### src/hw/rtl/pileup_mutation_site_summarizer_unit_defines.svh
// Assertion macros for the pileup mutation site summarizer.
// Used by the top level; expects clk_i and rst_ni in scope.
`ifndef PILEUP_MUTATION_SITE_SUMMARIZER_UNIT_DEFINES_SVH
`define PILEUP_MUTATION_SITE_SUMMARIZER_UNIT_DEFINES_SVH

`define PMSS_ASSERT_SAME(lbl, ante, cons) \
  lbl: assert property (@(posedge clk_i) disable iff (!rst_ni) (ante) |-> (cons)) \
    else $error("pmss assertion failed");

`define PMSS_ASSERT_NEXT(lbl, ante, cons) \
  lbl: assert property (@(posedge clk_i) disable iff (!rst_ni) (ante) |=> (cons)) \
    else $error("pmss assertion failed");

`endif

### src/hw/rtl/pmss_pkg.sv
// Package for the pileup mutation site summarizer: sizes, item types,
// state and metric codes, and controller to datapath command and status types.
package pmss_pkg;

  localparam int MAX_SAMPLES = 16;
  localparam int COUNT_WIDTH = 16;
  localparam int NUM_BASES   = 4;
  localparam int ADDR_W      = $clog2(MAX_SAMPLES * NUM_BASES);
  localparam int SAMPLE_W    = ADDR_W - 2;
  localparam int ACC_W       = COUNT_WIDTH + ADDR_W;
  localparam int FRAC_W      = 16;
  localparam int VAL_W       = 32;
  localparam int DIV_W       = ACC_W + FRAC_W;
  localparam int DCNT_W      = $clog2(DIV_W + 1);
  localparam int NS_W        = 5;
  localparam int CFG_IDX_W   = 2;
  localparam int CFG_DATA_W  = 8;
  localparam int QUAL_OFFSET = 33;

  localparam logic [7:0]      RST_MIN_MQ = 8'd13;
  localparam logic [7:0]      RST_MIN_BQ = 8'd46;
  localparam logic [NS_W-1:0] RST_NUM_SAMPLES = 5'd2;

  typedef enum logic [CFG_IDX_W-1:0] {
    CFG_MIN_MQ,
    CFG_MIN_BQ,
    CFG_NUM_SAMPLES
  } cfg_idx_e;

  typedef enum logic [3:0] {
    MET_MUT_BASE,
    MET_MUT_SAMPLE,
    MET_MUT_FRAC,
    MET_WT_FRAC,
    MET_MUT_FWD,
    MET_MUT_REV,
    MET_WT_REF_FWD,
    MET_WT_REF_REV,
    MET_MUT_BQ,
    MET_MUT_OTH_BQ,
    MET_WT_BQ,
    MET_MUT_MQ,
    MET_MUT_OTH_MQ,
    MET_WT_MQ,
    MET_MUT_DEPTH
  } metric_e;

  typedef enum logic [3:0] {
    ST_IDLE,
    ST_OBS_RD,
    ST_OBS_WR,
    ST_SCAN1,
    ST_DRAIN1,
    ST_DECIDE,
    ST_SCAN2,
    ST_DRAIN2,
    ST_MET_SEL,
    ST_MET_DIV,
    ST_MET_OUT
  } state_e;

  typedef struct packed {
    logic       req_type;
    logic [3:0] sample_index;
    logic [2:0] base;
    logic [7:0] base_quality_char;
    logic [7:0] map_quality;
    logic       reverse_strand;
    logic [1:0] reference_base;
  } in_t;

  typedef struct packed {
    logic        status;
    logic [3:0]  metric_code;
    logic [31:0] metric_value;
    logic        undefined;
    logic        last;
  } out_t;

  typedef struct packed {
    logic [COUNT_WIDTH-1:0] fwd;
    logic [COUNT_WIDTH-1:0] rev;
    logic [COUNT_WIDTH-1:0] mq;
    logic [COUNT_WIDTH-1:0] bq;
  } entry_t;

  typedef struct packed {
    logic load_item;
    logic obs_rd;
    logic obs_wr;
    logic scan_init;
    logic scan;
    logic pass2;
    logic decide;
    logic div_start;
    logic met_next;
    logic clear;
  } cmd_t;

  typedef struct packed {
    logic scan_last;
    logic no_mut;
    logic need_div;
    logic div_done;
    logic last_metric;
  } status_t;

  function automatic logic [COUNT_WIDTH-1:0] sat_add(input logic [COUNT_WIDTH-1:0] a,
                                                     input logic [COUNT_WIDTH-1:0] b);
    logic [COUNT_WIDTH:0] s;
    s = {1'b0, a} + {1'b0, b};
    return s[COUNT_WIDTH] ? {COUNT_WIDTH{1'b1}} : s[COUNT_WIDTH-1:0];
  endfunction

endpackage

### src/hw/rtl/pmss_ctrl.sv
// Controller state machine: sequences observation updates, the two store
// scans, the divider and result output. Depends on pmss_pkg.
module pmss_ctrl (
  input  logic              clk_i,
  input  logic              rst_ni,
  input  logic              start_i,
  input  logic              req_type_i,
  input  pmss_pkg::status_t status_i,
  output pmss_pkg::cmd_t    cmd_o,
  output logic              busy_o,
  output logic              result_valid_o
);
  import pmss_pkg::*;

  state_e state_q, state_d;

  always_ff @(posedge clk_i or negedge rst_ni) begin
    if (!rst_ni) begin
      state_q <= ST_IDLE;
    end else begin
      state_q <= state_d;
    end
  end

  always_comb begin
    state_d = state_q;
    unique case (state_q)
      ST_IDLE: begin
        if (start_i) begin
          state_d = req_type_i ? ST_SCAN1 : ST_OBS_RD;
        end
      end
      ST_OBS_RD:  state_d = ST_OBS_WR;
      ST_OBS_WR:  state_d = ST_IDLE;
      ST_SCAN1:   if (status_i.scan_last) state_d = ST_DRAIN1;
      ST_DRAIN1:  state_d = ST_DECIDE;
      ST_DECIDE:  state_d = status_i.no_mut ? ST_MET_SEL : ST_SCAN2;
      ST_SCAN2:   if (status_i.scan_last) state_d = ST_DRAIN2;
      ST_DRAIN2:  state_d = ST_MET_SEL;
      ST_MET_SEL: state_d = status_i.need_div ? ST_MET_DIV : ST_MET_OUT;
      ST_MET_DIV: if (status_i.div_done) state_d = ST_MET_OUT;
      ST_MET_OUT: state_d = status_i.last_metric ? ST_IDLE : ST_MET_SEL;
      default:    state_d = ST_IDLE;
    endcase
  end

  always_comb begin
    cmd_o          = '0;
    busy_o         = 1'b1;
    result_valid_o = 1'b0;
    unique case (state_q)
      ST_IDLE: begin
        busy_o          = 1'b0;
        cmd_o.load_item = start_i;
        cmd_o.scan_init = start_i;
      end
      ST_OBS_RD:  cmd_o.obs_rd = 1'b1;
      ST_OBS_WR:  cmd_o.obs_wr = 1'b1;
      ST_SCAN1:   cmd_o.scan = 1'b1;
      ST_DRAIN1:  ;
      ST_DECIDE: begin
        cmd_o.decide    = 1'b1;
        cmd_o.scan_init = 1'b1;
      end
      ST_SCAN2: begin
        cmd_o.scan  = 1'b1;
        cmd_o.pass2 = 1'b1;
      end
      ST_DRAIN2:  ;
      ST_MET_SEL: cmd_o.div_start = status_i.need_div;
      ST_MET_DIV: ;
      ST_MET_OUT: begin
        result_valid_o = 1'b1;
        cmd_o.met_next = !status_i.last_metric;
        cmd_o.clear    = status_i.last_metric;
      end
      default: ;
    endcase
  end

endmodule

### config.mk
export PLATFORM = sky130hd
export DESIGN_NAME = pmss_ctrl
export DESIGN_NICKNAME = d
export VERILOG_FILES = /design/src/hw/rtl/pileup_mutation_site_summarizer_unit_defines.svh /design/src/hw/rtl/pmss_pkg.sv /design/src/hw/rtl/pmss_ctrl.sv
export SDC_FILE = /design/constraint.sdc
export NUM_CORES = 1
export LEC_CHECK = 0
export BUFFER_PORTS_ARGS = -buffer_cell sky130_fd_sc_hd__buf_2
export CAP_MARGIN = 40
export CORE_AREA = 2 2 44 46
export DETAILED_ROUTE_END_ITERATION = 7
export DIE_AREA = 0 0 46 48
export GPL_ROUTABILITY_DRIVEN = 0
export HOLD_SLACK_MARGIN = 0.03
export PLACE_DENSITY = 0.52
export SYNTH_ARGS = -nofsm -noshare
export SYNTH_HDL_FRONTEND = slang
export SYNTH_SLANG_ARGS = --single-unit
### constraint.sdc
create_clock -name clk_i -period 1.5 [get_ports clk_i]
set_input_delay 0.225 -clock clk_i [delete_from_list [all_inputs] [get_ports clk_i]]
set_output_delay 0.225 -clock clk_i [all_outputs]
set_load 0.005 [all_outputs]
# After elaboration in Yosys (flattened, before gate mapping)
# Cells that the tools add are included.
# word_totals
register_bits	4
# classes
eq_ne	14
reduce_logical	4
n_mux	20
# ops
cell	count
one-hot mux 4 bit (10 select lines)	1
two-way mux 4 bit	6
== test 4 x 3 -> 1 bit (second input constant)	4
== test 4 bit (second input constant)	3
two-way mux 1 bit	9
== test 4 x 2 -> 1 bit (second input constant)	2
inequality test 2 bit (second input constant)	4
two-way mux 2 bit	3
== test 4 x 1 -> 1 bit (second input constant)	1
logical NOT 4 bit	1
AND reduction 4 bit	1
one-hot mux 1 bit (2 select lines)	1
OR reduction 2 bit	1
logical NOT 1 bit	1

# Depth between registers and ports, before layout
# depth
ltp_word	3
ltp_mapped	5

# Worst setup path before layout
# Ideal clock, no wire load.
# synth_timing
kind	register to output
start	register state_q[0]
end	output port cmd_o[0] (netlist name)
setup_slack_ns	0.225
path_stages_with_launch	5
arrival_ns	1.050
n_path_buf	1
required_ns	1.275
cell_sequence	dfrtp_1 -> buf_4 -> nand2b_1 -> nor3b_2 -> and2_1
# synth_rtl
item	line_no	rtl
start, declared	pmss_ctrl.sv:15	state_e state_q, state_d;
start signal, assigned	pmss_ctrl.sv:21	state_q <= state_d;
end, declared	pmss_ctrl.sv:9	output pmss_pkg::cmd_t cmd_o,

==> results summary <==
The total congestion overflow after global routing is 0. The clock net in this run drives a total of 4 sinks. After detailed routing, the number of remaining DRC violations is 0. The number of placement rows is 15. The post-synthesis instance area came out at 488 µm². The least setup slack across all paths after layout is 0.00258 ns. The share of synthesized registers carrying an async set or reset came out at 100%. The final antenna diode count came out at 0. Cells with a size suffix above 1 make up around 52% of the layout. Compared with the post-synthesis result, the final layout area differs by 46.2%.

The flow ran to the end, and the final reports show no timing, DRC or antenna violations. The share of total power dissipated in combinational logic is between 70% and 80%. Counting along the longest clock path gives a buffer depth of 2. The number of max-slew violations in the final report came out at 0.

Of all cell types, the one taking the most synthesized area is sky130_fd_sc_hd__dfrtp_1. The detailed router used layers up to and including met3. The data arrival time at the worst-slack endpoint came out at 1.27 ns. Across the run, the number of max-cap violations was 0. The number of flip-flops and latches in the synthesized netlist came out at 4. The arithmetic-cell share of the synthesized area counting full adders, half adders and majority gates is 0%.

The relative contribution of the clock network to total power is 9.0%. The die width is between 40 and 50 µm. The via count of the first global-routing pass came out at 457. By startpoint and endpoint, the worst setup path is classified as register to output pin.

The category of the worst setup path launch point is a register. By instance count, the cell type seen most on the critical path is sky130_fd_sc_hd__buf_4. The mean number of vias per cell came out at 5.02. The path class of the tightest hold or removal check is primary input to register.

The net load switching power is 0.000624 W. Summing over every cut layer, the via total after detailed routing is 547. The length of routed wiring on met1 came out at ~550 µm. In this run, synthesis inferred 0 flip-flops with an integrated enable.

After layout, the minimum clock period comes to roughly 1.5 ns. The clock insertion delay at the later pin of the skew report came out at around 0.23 ns. The setup slack after placement is 0.188 ns. Summing the sequential cell areas from Yosys gives 20.5% of the chip area. The peak clock frequency supported by timing is ~670 MHz. The global-route wire length before repair came out at 1930 µm.

The post-route antenna net violation count came out at 0. In this run the number of H-tree levels came out at 1. The worst reg2reg path depth is 5. The slew at the pin closest to its max-slew limit came out at 0.315 ns. The register with the most flip-flops in the layout has 4 of them. The largest registers in the layout are state_q x4. The synthesized netlist net count is 71.

TritonCTS built the clock tree. The final count of negative-setup-slack endpoints came out at 0. The area fraction in and, or, nand and nor cells after synthesis is 40.8%.

Registers are responsible for 18.2% of the overall power. The area of the core is 0.00169 mm². The average cell area after synthesis came out at 7.87 µm². The die covers approximately 0.0022 mm².

The static leakage power came out at 0.356 nW. Summed over all nets, wire length on met3 after detailed routing comes to between 50 and 60 µm. The total power consumption of the routed design came out at 0.00143 W. After synthesis, the largest family of logic cells by area is simple AND/OR/NAND/NOR gates. Among all flip-flop cells after synthesis, the most frequent one is sky130_fd_sc_hd__dfrtp_1. The fraction of synthesized cell area in xor and xnor cells came out at 5.13%. The portion of synthesized cell area occupied by the leading cell type came out at 20.5%.

The global routing usage summed across all routing layers is 12.5%. Headroom to the max-slew limit came out at 78.9%. The detail-routed net length per standard cell came out at approximately 11 µm. STA classifies the critical path endpoint as an output pin.

Setup repair after global routing could not meet its margin everywhere. The number of clock buffers inserted by TritonCTS came out at 3. The net count of the finished layout is about 100. In this run, the number of DRC markers left after iteration 0 of detailed routing was 13. The largest fanout of any net on the critical path came out at 6.

The number of iterations in the first detailed-routing pass came out at 4. In the detailed route, the total length drawn on met2 is 639 µm. The worst setup slack for register-to-register paths came out at approximately 0.15 ns.

Dividing the final minimum period by the clock period gives 99.8%. Clock tree synthesis selected as its root buffer the cell sky130_fd_sc_hd__clkbuf_4. Entering global routing, the biggest net connects 13 pins. The effective utilization at floorplan is 28.9%. The post-synthesis compound-gate area fraction came out at 24.1%. In this design, the stage delay of the slowest critical-path cell is 0.45 ns. In this run switching power makes up between 40% and 50% of total power. The final routed wirelength across all metal layers is between 1000 and 1500 µm. The number of I/O pins is 21. The height of the die came out at 48 µm.

The count of buffers added on input and output ports is 20. Yosys attributes the largest share of cell area to sky130_fd_sc_hd__dfrtp_1 21%, sky130_fd_sc_hd__nand2b_1 6.4%, sky130_fd_sc_hd__nand2_1 5.4%. The post-CTS clock slew at the launch and capture registers of the worst setup and hold paths is 0.04 ns.

By count the netlist is led by 7 x sky130_fd_sc_hd__nand2_1, 7 x sky130_fd_sc_hd__nor2_1, 5 x sky130_fd_sc_hd__nand2b_1. Synthesis produced between 60 and 70 cells. The worst vdd rail ir drop came out at 928 µV. The detailed-placement wirelength estimate came out at around 950 µm. The Yosys warning count came out at 0. The number of distinct standard cells referenced by the synthesized netlist is 32.

The signal on the critical path passes through buf_4 -> buf_4 -> nor3_1 -> buf_2. The initial antenna violation count came out at 0. The slowest stage of the critical path belongs to the cell sky130_fd_sc_hd__dfrtp_2. Cell internal power was estimated by the tool at 0.000807 W. The multiplexer area fraction after synthesis is 0%. The total power divided by cell area is 2010 mW/mm². The number of stages on the worst hold path came out at 3. The worst-case clock skew is 0.00144 ns. The register with the most flip-flops in the final layout is state_q. The count of endpoints failing hold in the final timing report came to 0. The required time of the critical path is 1.27 ns.
==> cell type report <==
type / count / area (µm²)
sequential: 4 / 105
multi-input combinational: 52 / 368
clock buffer: 3 / 22.5
tap: 17 / 21.3
inverter: 1 / 3.75
timing repair buffer: 32 / 193
fill: 177 / 976
==> what timing repair did <==
item / CTS / global route
setup endpoints to repair: 6 / 9
hold buffers: 1 / 0
endpoints found under the hold margin: 4 / 0
gates resized for setup: 6 / 5
pin swaps: 1 / 2
buffers inserted: 1 / 4
==> power by group through the flow <==
stage / Combinational (W) / Sequential (W) / Clock, W
after global placement: 0.000886 / 0.000257 / 0
after floorplan: 0.000702 / 0.000201 / 0
after global routing: 0.00114 / 0.000266 / 0.000147
final: 0.00104 / 0.000260 / 0.000129
after detailed placement: 0.000890 / 0.000252 / 0
after CTS: 0.000934 / 0.000270 / 0.000136
==> layout by cell type, fill, tap and decap left out, types with 2 or more instances in the layout <==
cell,instances
sky130_fd_sc_hd__a21oi_1,4
sky130_fd_sc_hd__a22oi_1,2
sky130_fd_sc_hd__and2b_1,2
sky130_fd_sc_hd__and3_1,2
sky130_fd_sc_hd__buf_2,20
sky130_fd_sc_hd__buf_4,11
sky130_fd_sc_hd__clkbuf_4,3
sky130_fd_sc_hd__dfrtp_2,4
sky130_fd_sc_hd__nand2_1,7
sky130_fd_sc_hd__nand2b_1,4
sky130_fd_sc_hd__nand2b_4,2
sky130_fd_sc_hd__nor2_1,6
sky130_fd_sc_hd__nor2_4,2
sky130_fd_sc_hd__nor3_1,2
sky130_fd_sc_hd__o21ai_0,3
==> per-layer routing <==
layer	vias to the layer above	GRT usage (%)
li1	284	-
met1	253	15.5
met2	10	19.7
met3	0	3.40
met4	0	6.86
met5	-	0
==> worst paths after layout <==
check	from	to
min reg2reg	state_q[1]	state_q[0]
max reg2reg	state_q[2]	state_q[1]
max	state_q[2]	cmd_o[8]
min	status_i[3]	state_q[3]
max in group asynchronous	rst_ni	state_q[3]
min in group asynchronous	rst_ni	state_q[2]
==> worst max-delay path, delay by kind of cell, from the launching register on <==
family                 cells  cell delay (ns)
buffers and inverters      3             0.45
DFF                        1             0.45
and+or+nand+nor            1             0.15
==> through the flow <==
stage	area (µm²)	utilization (%)	setup TNS, ns	hold WS, ns	std cells
after floorplan	488	-	0	-0.0706	62
after global placement	612	36.2	0	0.0372	100
after detailed placement	612	36.2	0	0.0367	100
after CTS	667	39.5	-0.0229	0.267	105
after global routing	713	42.2	-0.272	0.267	109
final	713	42.2	0	0.269	109
==> cells by family (layout without fill, tap and decap cells) <==
| logic type | after synthesis | in the layout |
|---|---|---|
| DFF | 4 | 4 |
| and+or+nand+nor | 33 | 33 |
| buffers and inverters | 6 | 36 |
| AOI/OAI and AO/OA | 17 | 17 |
| xor gates and xnor gates | 2 | 2 |
Note: power is estimated with default switching activity, not from simulation.
